[config.mk]
export PLATFORM = sky130hd
export DESIGN_NAME = fan_power_curve_control_core
export DESIGN_NICKNAME = d
export VERILOG_FILES = /design/src/rtl/fpc_pkg.sv /design/src/rtl/fpc_cfg_regs.sv /design/src/rtl/fpc_muldiv.sv /design/src/rtl/fan_power_curve_control_core.sv
export VERILOG_INCLUDE_DIRS = /design/src /design/src/rtl
export SDC_FILE = /design/constraint.sdc
export NUM_CORES = 1
export LEC_CHECK = 0
export BUFFER_PORTS_ARGS = -buffer_cell sky130_fd_sc_hd__clkbuf_2
export CAP_MARGIN = 15
export CORE_MARGIN = 3
export CORE_UTILIZATION = 45
export DETAILED_ROUTE_END_ITERATION = 10
export GPL_TIMING_DRIVEN = 0
export PLACE_DENSITY = 0.61
export SLEW_MARGIN = 5
export SYNTH_ARGS = -nofsm -noshare
export SYNTH_HDL_FRONTEND = slang
export SYNTH_SLANG_ARGS = --single-unit
[constraint.sdc]
create_clock -name clk -period 5.9 [get_ports clk]
set_clock_uncertainty 0.1 [all_clocks]
set_input_delay 1.18 -clock clk [delete_from_list [all_inputs] [get_ports clk]]
set_output_delay 1.18 -clock clk [all_outputs]
set_load 0.1 [all_outputs]
[src/rtl/fan_power_curve_control_core_defines.svh]
// Assertion macros shared by the fan power curve control RTL.
`ifndef FAN_POWER_CURVE_CONTROL_CORE_DEFINES_SVH
`define FAN_POWER_CURVE_CONTROL_CORE_DEFINES_SVH

`ifndef SYNTHESIS
// Same-cycle implication, sampled on clk and disabled while arst_n is low.
`define FPC_ASSERT_IMPL(lbl, ante, cons, msg) \
	lbl: assert property (@(posedge clk) disable iff (!arst_n) (ante) |-> (cons)) \
		else $error(msg);
// Next-cycle implication, sampled on clk and disabled while arst_n is low.
`define FPC_ASSERT_NEXT(lbl, ante, cons, msg) \
	lbl: assert property (@(posedge clk) disable iff (!arst_n) (ante) |=> (cons)) \
		else $error(msg);
`else
`define FPC_ASSERT_IMPL(lbl, ante, cons, msg)
`define FPC_ASSERT_NEXT(lbl, ante, cons, msg)
`endif

`endif

[src/rtl/fpc_pkg.sv]
// Shared types and constants of the fan power curve control block.
package fpc_pkg;

	// Configuration register indexes.
	localparam logic [2:0] REG_MIN_POWER  = 3'd0;
	localparam logic [2:0] REG_MIN_TEMP   = 3'd1;
	localparam logic [2:0] REG_MAX_TEMP   = 3'd2;
	localparam logic [2:0] REG_CAN_STOP   = 3'd3;
	localparam logic [2:0] REG_FAN_A_KIND = 3'd4;
	localparam logic [2:0] REG_FAN_B_KIND = 3'd5;

	// Fan kind codes.
	localparam logic [2:0] KIND_NONE = 3'd0;
	localparam logic [2:0] KIND_PWM  = 3'd5;

	// Register reset values.
	localparam logic [6:0] RST_MIN_POWER  = 7'd25;
	localparam logic [7:0] RST_MIN_TEMP   = 8'd30;
	localparam logic [7:0] RST_MAX_TEMP   = 8'd50;
	localparam logic [2:0] RST_FAN_A_KIND = 3'd1;
	localparam logic [2:0] RST_FAN_B_KIND = 3'd0;

	// Power levels.
	localparam logic [6:0] PCT_FULL        = 7'd100;
	localparam logic [6:0] BOOST_POWER     = 7'd85;
	localparam logic [6:0] FULL_POWER_MARK = 7'd98;
	localparam logic [6:0] PWM_FULL        = 7'd120;
	localparam logic [1:0] HYST_DEGREES    = 2'd2;

	// p / 5 for p up to 100 as (p * 205) >> 10.
	localparam logic [7:0] FIFTH_RECIP = 8'd205;
	localparam int         FIFTH_SHIFT = 10;

	// Serial multiply and divide unit widths.
	localparam int OPW   = 8;
	localparam int PRODW = 2 * OPW;

	typedef struct packed {
		logic [6:0] min_power;
		logic [7:0] min_temp;
		logic [7:0] max_temp;
		logic       can_stop;
		logic [2:0] fan_a_kind;
		logic [2:0] fan_b_kind;
	} cfg_t;

	typedef struct packed {
		logic             start;
		logic [OPW-1:0]   a;
		logic [OPW-1:0]   b;
		logic [OPW-1:0]   d;
	} md_req_t;

	typedef struct packed {
		logic             done;
		logic [PRODW-1:0] quot;
	} md_rsp_t;

endpackage

[src/rtl/fpc_cfg_regs.sv]
// Configuration register file of the fan power curve control block.
module fpc_cfg_regs
	import fpc_pkg::*;
(
	input  logic       clk,
	input  logic       arst_n,
	input  logic       cfg_valid,
	output logic       cfg_ready,
	input  logic [2:0] cfg_index,
	input  logic [7:0] cfg_data,
	output cfg_t       cfg
);

	cfg_t cfg_q;

	assign cfg_ready = 1'b1;
	assign cfg       = cfg_q;

	always_ff @(posedge clk or negedge arst_n) begin
		if (!arst_n) begin
			cfg_q.min_power  <= RST_MIN_POWER;
			cfg_q.min_temp   <= RST_MIN_TEMP;
			cfg_q.max_temp   <= RST_MAX_TEMP;
			cfg_q.can_stop   <= 1'b0;
			cfg_q.fan_a_kind <= RST_FAN_A_KIND;
			cfg_q.fan_b_kind <= RST_FAN_B_KIND;
		end else if (cfg_valid) begin
			// Indexes beyond the register list are accepted and dropped.
			case (cfg_index)
				REG_MIN_POWER:  cfg_q.min_power  <= cfg_data[6:0];
				REG_MIN_TEMP:   cfg_q.min_temp   <= cfg_data;
				REG_MAX_TEMP:   cfg_q.max_temp   <= cfg_data;
				REG_CAN_STOP:   cfg_q.can_stop   <= cfg_data[0];
				REG_FAN_A_KIND: cfg_q.fan_a_kind <= cfg_data[2:0];
				REG_FAN_B_KIND: cfg_q.fan_b_kind <= cfg_data[2:0];
				default: ;
			endcase
		end
	end

endmodule

[src/rtl/fpc_muldiv.sv]
// Bit-serial unsigned multiply followed by restoring divide: (a * b) / d.
module fpc_muldiv
	import fpc_pkg::*;
(
	input  logic    clk,
	input  logic    arst_n,
	input  md_req_t req,
	output md_rsp_t rsp
);

	`include "fan_power_curve_control_core_defines.svh"

	localparam logic [1:0] PH_IDLE = 2'd0;
	localparam logic [1:0] PH_MUL  = 2'd1;
	localparam logic [1:0] PH_DIV  = 2'd2;

	localparam logic [3:0] MUL_LAST = 4'(OPW - 1);
	localparam logic [3:0] DIV_LAST = 4'(PRODW - 1);

	logic [1:0]       phase_q;
	logic [3:0]       cnt_q;
	logic             done_q;
	logic [PRODW-1:0] acc_q;
	logic [PRODW-1:0] mcand_q;
	logic [OPW-1:0]   mplier_q;
	logic [OPW-1:0]   d_q;
	logic [OPW-1:0]   rem_q;

	logic [OPW:0]     trial;
	logic             fits;

	// The dividend shifts out of acc_q from the top while quotient bits enter below.
	assign trial = {rem_q, acc_q[PRODW-1]};
	assign fits  = trial >= {1'b0, d_q};

	always_ff @(posedge clk or negedge arst_n) begin
		if (!arst_n) begin
			phase_q <= PH_IDLE;
			cnt_q   <= '0;
			done_q  <= 1'b0;
		end else begin
			done_q <= 1'b0;
			case (phase_q)
				PH_IDLE: begin
					if (req.start) begin
						phase_q <= PH_MUL;
						cnt_q   <= '0;
					end
				end
				PH_MUL: begin
					cnt_q <= cnt_q + 4'd1;
					if (cnt_q == MUL_LAST) begin
						phase_q <= PH_DIV;
						cnt_q   <= '0;
					end
				end
				PH_DIV: begin
					cnt_q <= cnt_q + 4'd1;
					if (cnt_q == DIV_LAST) begin
						phase_q <= PH_IDLE;
						done_q  <= 1'b1;
					end
				end
				default: phase_q <= PH_IDLE;
			endcase
		end
	end

	always_ff @(posedge clk) begin
		case (phase_q)
			PH_IDLE: begin
				if (req.start) begin
					acc_q    <= '0;
					mcand_q  <= {{(PRODW-OPW){1'b0}}, req.a};
					mplier_q <= req.b;
					d_q      <= req.d;
				end
			end
			PH_MUL: begin
				if (mplier_q[0]) begin
					acc_q <= acc_q + mcand_q;
				end
				mcand_q  <= {mcand_q[PRODW-2:0], 1'b0};
				mplier_q <= {1'b0, mplier_q[OPW-1:1]};
				if (cnt_q == MUL_LAST) begin
					rem_q <= '0;
				end
			end
			PH_DIV: begin
				if (fits) begin
					rem_q <= OPW'(trial - {1'b0, d_q});
				end else begin
					rem_q <= trial[OPW-1:0];
				end
				acc_q <= {acc_q[PRODW-2:0], fits};
			end
			default: ;
		endcase
	end

	assign rsp.done = done_q;
	assign rsp.quot = acc_q;

	`FPC_ASSERT_IMPL(a_start_when_idle, req.start, phase_q == PH_IDLE, "muldiv started while busy")
	`FPC_ASSERT_NEXT(a_done_single, done_q, !done_q, "muldiv done held for two cycles")
	`FPC_ASSERT_IMPL(a_rem_below_divisor, phase_q == PH_DIV, rem_q < d_q, "remainder not below divisor")

endmodule

[src/rtl/fan_power_curve_control_core.sv]
// Top level of the fan power curve control block for one fan channel.
//
// One input transfer carries a temperature and a one-second tick; one result transfer
// follows with the power percentage, the buck pulse width and the PWM compare value. Both
// the ramp quotient and the pulse width go through one shared bit-serial multiply and
// restoring divide unit, a multiply phase and then a divide phase a pass; an item below
// the minimum temperature or with equal ramp limits skips the ramp pass. Items are handled
// one at a time; the result register lets the next item enter while a result is still
// waiting.
// Configuration writes are taken every cycle and must only be made while the block is idle.
module fan_power_curve_control_core
	import fpc_pkg::*;
#(
	parameter int PULSE_STEPS   = 45,
	parameter int ONE_FAN_STEPS = 36,
	parameter int BOOST_TIME    = 3
) (
	input  logic              clk,
	input  logic              arst_n,
	input  logic              in_valid,
	output logic              in_ready,
	input  logic signed [7:0] temperature,
	input  logic              second_tick,
	output logic              out_valid,
	input  logic              out_ready,
	output logic [6:0]        power_pct,
	output logic [5:0]        pulse_width,
	output logic [6:0]        pwm_duty,
	input  logic              cfg_valid,
	output logic              cfg_ready,
	input  logic [2:0]        cfg_index,
	input  logic [7:0]        cfg_data
);

	`include "fan_power_curve_control_core_defines.svh"

	localparam logic [7:0] PULSE_W    = 8'(PULSE_STEPS);
	localparam logic [7:0] ONE_FAN_W  = 8'(ONE_FAN_STEPS);
	localparam logic [1:0] BOOST_INIT = 2'(BOOST_TIME);

	localparam logic [2:0] ST_IDLE  = 3'd0;
	localparam logic [2:0] ST_EVAL  = 3'd1;
	localparam logic [2:0] ST_CURVE = 3'd2;
	localparam logic [2:0] ST_BOOST = 3'd3;
	localparam logic [2:0] ST_PULSE = 3'd4;
	localparam logic [2:0] ST_DONE  = 3'd5;

	cfg_t    cfg;
	md_req_t md_req;
	md_rsp_t md_rsp;

	logic [2:0]        state_q;
	logic signed [8:0] t_q;
	logic              tick_q;
	logic              prev_zero_q;
	logic              stop_q;
	logic              neg_q;
	logic [6:0]        p0_q;
	logic [6:0]        p_q;
	logic [1:0]        boost_q;
	logic [6:0]        last_power_q;
	logic              out_valid_q;
	logic [6:0]        power_q;
	logic [5:0]        pw_q;
	logic [6:0]        duty_q;

	logic              accept;
	logic              out_free;
	logic signed [8:0] lo9;
	logic signed [8:0] hi9;
	logic              below;
	logic              flat;
	logic signed [9:0] diff_t;
	logic              mp_over;
	logic [6:0]        mp_sat;
	logic [6:0]        slope_mag;
	logic              span_neg;
	logic [8:0]        span;
	logic signed [17:0] quot_s;
	logic signed [17:0] curve_sum;
	logic [6:0]        curve_p;
	logic              no_fan;
	logic              two_fans;
	logic              pwm_fan;
	logic [1:0]        boost_arm;
	logic [6:0]        boost_p;
	logic [14:0]       fifth_prod;
	logic [5:0]        pw_next;
	logic [6:0]        duty_next;

	fpc_cfg_regs u_cfg (
		.clk       (clk),
		.arst_n    (arst_n),
		.cfg_valid (cfg_valid),
		.cfg_ready (cfg_ready),
		.cfg_index (cfg_index),
		.cfg_data  (cfg_data),
		.cfg       (cfg)
	);

	fpc_muldiv u_md (
		.clk    (clk),
		.arst_n (arst_n),
		.req    (md_req),
		.rsp    (md_rsp)
	);

	assign in_ready = state_q == ST_IDLE;
	assign accept   = in_valid && in_ready;
	assign out_free = !out_valid_q || out_ready;

	// Curve decision.
	assign lo9       = $signed({cfg.min_temp[7], cfg.min_temp});
	assign hi9       = $signed({cfg.max_temp[7], cfg.max_temp});
	assign below     = t_q < lo9;
	assign flat      = cfg.min_temp == cfg.max_temp;
	assign diff_t    = $signed({t_q[8], t_q}) - $signed({lo9[8], lo9});
	assign mp_over   = cfg.min_power > PCT_FULL;
	assign mp_sat    = mp_over ? PCT_FULL : cfg.min_power;
	assign slope_mag = mp_over ? cfg.min_power - PCT_FULL : PCT_FULL - cfg.min_power;
	assign span_neg  = hi9 < lo9;
	assign span      = span_neg ? 9'(lo9 - hi9) : 9'(hi9 - lo9);

	// The divider works on magnitudes, so the truncating quotient only needs its sign back.
	always_comb begin
		quot_s    = $signed({2'b00, md_rsp.quot});
		if (neg_q) begin
			quot_s = -quot_s;
		end
		curve_sum = quot_s + $signed({11'd0, cfg.min_power});
		if (curve_sum < 0) begin
			curve_p = '0;
		end else if (curve_sum > $signed({11'd0, PCT_FULL})) begin
			curve_p = PCT_FULL;
		end else begin
			curve_p = curve_sum[6:0];
		end
	end

	// Startup boost and fitted fans.
	assign no_fan   = (cfg.fan_a_kind == KIND_NONE) && (cfg.fan_b_kind == KIND_NONE);
	assign two_fans = (cfg.fan_a_kind != KIND_NONE) && (cfg.fan_b_kind != KIND_NONE);
	assign pwm_fan  = (cfg.fan_a_kind == KIND_PWM) || (cfg.fan_b_kind == KIND_PWM);

	always_comb begin
		boost_arm = stop_q ? 2'd0 : boost_q;
		if (prev_zero_q && (p0_q != 7'd0)) begin
			boost_arm = BOOST_INIT;
		end
		boost_p = (boost_arm != 2'd0) ? BOOST_POWER : p0_q;
		if (no_fan) begin
			boost_p = '0;
		end
	end

	always_comb begin
		md_req = '0;
		case (state_q)
			ST_EVAL: begin
				md_req.start = !below && !flat;
				md_req.a     = diff_t[7:0];
				md_req.b     = {1'b0, slope_mag};
				md_req.d     = span[7:0];
			end
			ST_BOOST: begin
				md_req.start = 1'b1;
				md_req.a     = {1'b0, boost_p};
				md_req.b     = two_fans ? PULSE_W : ONE_FAN_W;
				md_req.d     = {1'b0, PCT_FULL};
			end
			default: ;
		endcase
	end

	// Output values.
	assign fifth_prod = {8'd0, p_q} * {7'd0, FIFTH_RECIP};
	assign pw_next    = (pwm_fan || (p_q >= FULL_POWER_MARK)) ? PULSE_W[5:0] : md_rsp.quot[5:0];
	assign duty_next  = pwm_fan ? p_q + {2'b00, fifth_prod[FIFTH_SHIFT+4:FIFTH_SHIFT]} : PWM_FULL;

	always_ff @(posedge clk or negedge arst_n) begin
		if (!arst_n) begin
			state_q      <= ST_IDLE;
			boost_q      <= BOOST_INIT;
			last_power_q <= '0;
			out_valid_q  <= 1'b0;
		end else begin
			if ((state_q == ST_DONE) && out_free) begin
				out_valid_q <= 1'b1;
			end else if (out_ready) begin
				out_valid_q <= 1'b0;
			end
			case (state_q)
				ST_IDLE: begin
					if (accept) begin
						state_q <= ST_EVAL;
					end
				end
				ST_EVAL: begin
					state_q <= (below || flat) ? ST_BOOST : ST_CURVE;
				end
				ST_CURVE: begin
					if (md_rsp.done) begin
						state_q <= ST_BOOST;
					end
				end
				ST_BOOST: begin
					boost_q <= boost_arm;
					state_q <= ST_PULSE;
				end
				ST_PULSE: begin
					if (md_rsp.done) begin
						state_q <= ST_DONE;
					end
				end
				ST_DONE: begin
					if (out_free) begin
						last_power_q <= p_q;
						if (tick_q && (boost_q != 2'd0)) begin
							boost_q <= boost_q - 2'd1;
						end
						state_q <= ST_IDLE;
					end
				end
				default: state_q <= ST_IDLE;
			endcase
		end
	end

	always_ff @(posedge clk) begin
		if (accept) begin
			// While the fan is off the temperature is read two degrees low.
			t_q         <= $signed({temperature[7], temperature}) -
				((last_power_q == 7'd0) ? $signed({7'd0, HYST_DEGREES}) : 9'sd0);
			tick_q      <= second_tick;
			prev_zero_q <= last_power_q == 7'd0;
		end
		if (state_q == ST_EVAL) begin
			stop_q <= below && cfg.can_stop;
			neg_q  <= mp_over ^ span_neg;
			if (below) begin
				p0_q <= cfg.can_stop ? 7'd0 : mp_sat;
			end else begin
				p0_q <= PCT_FULL;
			end
		end
		if ((state_q == ST_CURVE) && md_rsp.done) begin
			p0_q <= curve_p;
		end
		if (state_q == ST_BOOST) begin
			p_q <= boost_p;
		end
		if ((state_q == ST_DONE) && out_free) begin
			power_q <= p_q;
			pw_q    <= pw_next;
			duty_q  <= duty_next;
		end
	end

	assign out_valid   = out_valid_q;
	assign power_pct   = power_q;
	assign pulse_width = pw_q;
	assign pwm_duty    = duty_q;

	`FPC_ASSERT_IMPL(a_boost_range, 1'b1, boost_q <= BOOST_INIT, "boost countdown out of range")
	`FPC_ASSERT_IMPL(a_power_range, out_valid_q, power_q <= PCT_FULL, "power above full scale")

endmodule

==> results.json <==
{
  "final-hold-violation-count": 0,
  "die-area_sq_um": 25400,
  "grt_overflow": 0,
  "synthCells": 1046,
  "netlist_top_cells_count": "ha_1, inv_1, edfxtp_1",
  "antenna_found_initial": 0,
  "p_int_uw": 3700,
  "port_buffers": 46,
  "setup_viol": 0,
  "drtIter0Drc": 469,
  "vias": 7671,
  "crit_chain": "ha_1, ha_1, fa_1, inv_1, fa_1, inv_1, ha_1, a31o_2, a21o_1, a21oi_1, nor2b_1, o21a_1, o41ai_1, o21bai_1, xnor2_1, ha_1, and2_1, o21ai_0, xor2_1, nand2_1",
  "area_delta_synth_final_pct": 11.8,
  "cts_max_level": 4,
  "clkPwrFrac_pct": 15.4,
  "avgViaCountPerCell": 5.32,
  "yosysUniqueCellTypes": 71,
  "fin_crit_ns": 5.46,
  "wl_per_cell_um": 16.3,
  "die_w_um": 159,
  "post_cts_resized": 0,
  "max_freq_mhz": 183,
  "gp_congestion": 0.862,
  "power.share.combinational_pct": 55.5,
  "power_leakage_uw": 0.00508,
  "start_util_pct": 46.3,
  "layout.nets": 1269,
  "root_buffer": "clkbuf_16",
  "grt_max_degree": 28,
  "dp_hpwl_um": 18300,
  "synth_top_cell_area_share_pct": 29.0,
  "die_y_um": 159,
  "yosysWarnings": 0,
  "grt_pass1_wl_um": 38100,
  "hold_path.class": "reg2reg",
  "clk_latency_ns": 0.43,
  "cp_max_fo": 8,
  "ys_dominant_reg_cell": "edfxtp_1",
  "arrival_ns": 5.53,
  "finalCritPeriodShare_pct": 92.6,
  "io_pins": 48,
  "crit_slowest_cell": "edfxtp_1",
  "drive_gt1_share_pct": 12.5,
  "end_kind": "flip-flop",
  "start_kind": "flip-flop",
  "clkTransAtPathRegs_ns": 0.06,
  "p_sw_uw": 2860,
  "clk_path_buf_depth": 2,
  "synth_area_leader_cell": "edfxtp_1",
  "tritoncts": "built",
  "ir_drop_v": 0.000241,
  "synth-edff-count": 102,
  "synth.avg_cell_area_sq_um": 10.1,
  "startpoint": "p_q[6]",
  "critPathRequiredTime_ns": 5.97,
  "relSlewSlack_pct": 31.7,
  "worst_pin_slew_ns": 1.02,
  "async_flop_share_pct": 32.9,
  "seq_power_share_pct": 29.1,
  "maxCapViolCount": 0,
  "totalWireLength_um": 23500,
  "timing.rr.start": "p_q[6]",
  "row_count": 55,
  "diodes": 0,
  "synth_area_leaders": "edfxtp_1, ha_1, dfrtp_1",
  "pre_cts_ws_ns": 0.386,
  "drc_errors": 0,
  "status": "completed",
  "dr.pass1.iters": 5,
  "rsz0062_at_grt": "no",
  "worst_path_most_repeated_cell": "ha_1",
  "fin_setup_tns_ns": 0,
  "postRouteAntennaNets": 0,
  "grt_usage_pct": 18.7,
  "mappedNetlistArea_sq_um": 10600,
  "powerDensity_nw_per_um2": 555,
  "syn_nets": 1198,
  "core_sq_um": 22800,
  "max_stage_delay_ns": 0.55,
  "cts_buffers": 17,
  "sw_frac_of_total_pct": 43.6,
  "setup_ws_ns": 0.438,
  "critPathKind": "reg2reg",
  "grt_pass1_vias": 7399,
  "synth.most_common_cell": "ha_1",
  "min-delay-start": "boost_q[0]",
  "synth_seq_cells": 152,
  "seq_area_frac_synth_pct": 40.9,
  "final_max_slew_viol_count": 0,
  "cts_sinks": 152
}
cells by family after synthesis:
family,synth area share [%]
AND/OR/NAND/NOR,12.7
flip-flops,40.9
other,0.0355
buffers and inverters,4.97
adder cells (fa/ha/maj),16.1
XOR/XNOR,5.63
multiplexers,3.66
AO/OA/AOI/OAI,16.0
power by group through the flow:
stage / logic [uW] / registers, uW / clock network [uW]
after global routing: 4110 / 1950 / 1080
after detailed placement: 3620 / 1930 / 0
after global placement: 3540 / 1930 / 0
after CTS: 3650 / 1910 / 1030
final: 3640 / 1910 / 1010
after floorplan: 2770 / 1880 / 0
layout by cell type, fill, tap and decap left out, types with 6 or more instances in the layout:
cell         n
ha_1       112
edfxtp_1   102
or3_1        7
fa_1        15
or2_2        9
nor2b_1     25
dfrtp_1     37
clkbuf_1    28
clkbuf_16   18
nand2_1     80
nand3_1      9
dfstp_2     13
mux2i_1     15
nand2b_1    10
a221oi_1     6
nor2_1      60
o21bai_1     7
a21oi_1     54
a22o_1       7
inv_1      106
nor3_1      10
a22oi_1     15
o21ai_1      6
mux2_2      21
xnor2_1     41
a211oi_1     8
clkbuf_2    46
o21ai_0     73
o21a_1      12
nand4_1      6
and2_1      23
a21o_1      27
xor2_1      27
flip-flops by register name (all words and copies together) (netlist names):
name and cells:
u_md.acc_q 16, u_md.rem_q 8, u_cfg.cfg 30, p_q 7, out_valid 1, tick_q 1
u_md.cnt_q 4, prev_zero_q 1, t_q 9, u_md.mcand_q 16, p0_q 7, pwm_duty 7
u_md.d_q 8, pulse_width 6, u_md.mplier_q 7, u_md.done_q 1, power_pct 7, boost_q 2
last_power_q 7, state_q 3, neg_q 1, u_md.phase_q 2, stop_q 1
critical path: cells and delay by family, from the launching register on:
kind            cells  cell delay, ns
compound gates      7            1.56
simple gates        3            0.28
xor+xnor            2            0.40
buf+inv             2            0.09
fa+ha+maj           6            2.23
flops               1            0.55
per-stage QoR:
stage               power (uW)  hold slack [ns]  instance area (sq um)  std cells  util, %
global route              7140            0.436                  11800       1443     51.7
CTS                       6580            0.389                  11800       1441     51.7
detailed placement        5540            0.379                  11300       1409     49.3
finish                    6560            0.386                  11800       1443     51.7
global placement          5470            0.376                  11200       1405     49.0
floorplan                 4650            0.360                  10600       1046        -
area by class of cell:
cell class              count  area (sq um)
clock buffers              23           479
flip-flops and latches    152          4330
repair buffers             52           300
well taps                 313           392
multi-input cells         757          5730
fillers                  2171         11000
clock inverters             9          65.1
inverters                 108           405
plain buffers              29           120
layer usage:
layer	up-vias	wire length, um	global-route usage (%)
met2	142	10500	29.5
met3	22	954	3.49
met4	0	344	4.89
met1	3640	11700	26.8
met5	-	0	0
li1	3867	-	-
path summary, 6_finish.rpt:
kind,to,slack [ns],cells after the start
worst min-delay path,boost_q[0],0.39,2
worst max-delay path,pwm_duty[6],0.44,20
min in group asynchronous,u_cfg.cfg[29],0.67,1
worst max register to register,pwm_duty[6],0.44,20
worst min register to register,boost_q[0],0.39,2
max in group asynchronous,boost_q[0],4.37,2
what timing repair did:
| item | 4_1_cts | 5_1_grt |
|---|---|---|
| endpoints found under the setup margin | 0 | 1 |
| hold buffers | 0 | 0 |
| setup buffers | 0 | 1 |
No activity file was read; power rests on OpenSTA's default activity.
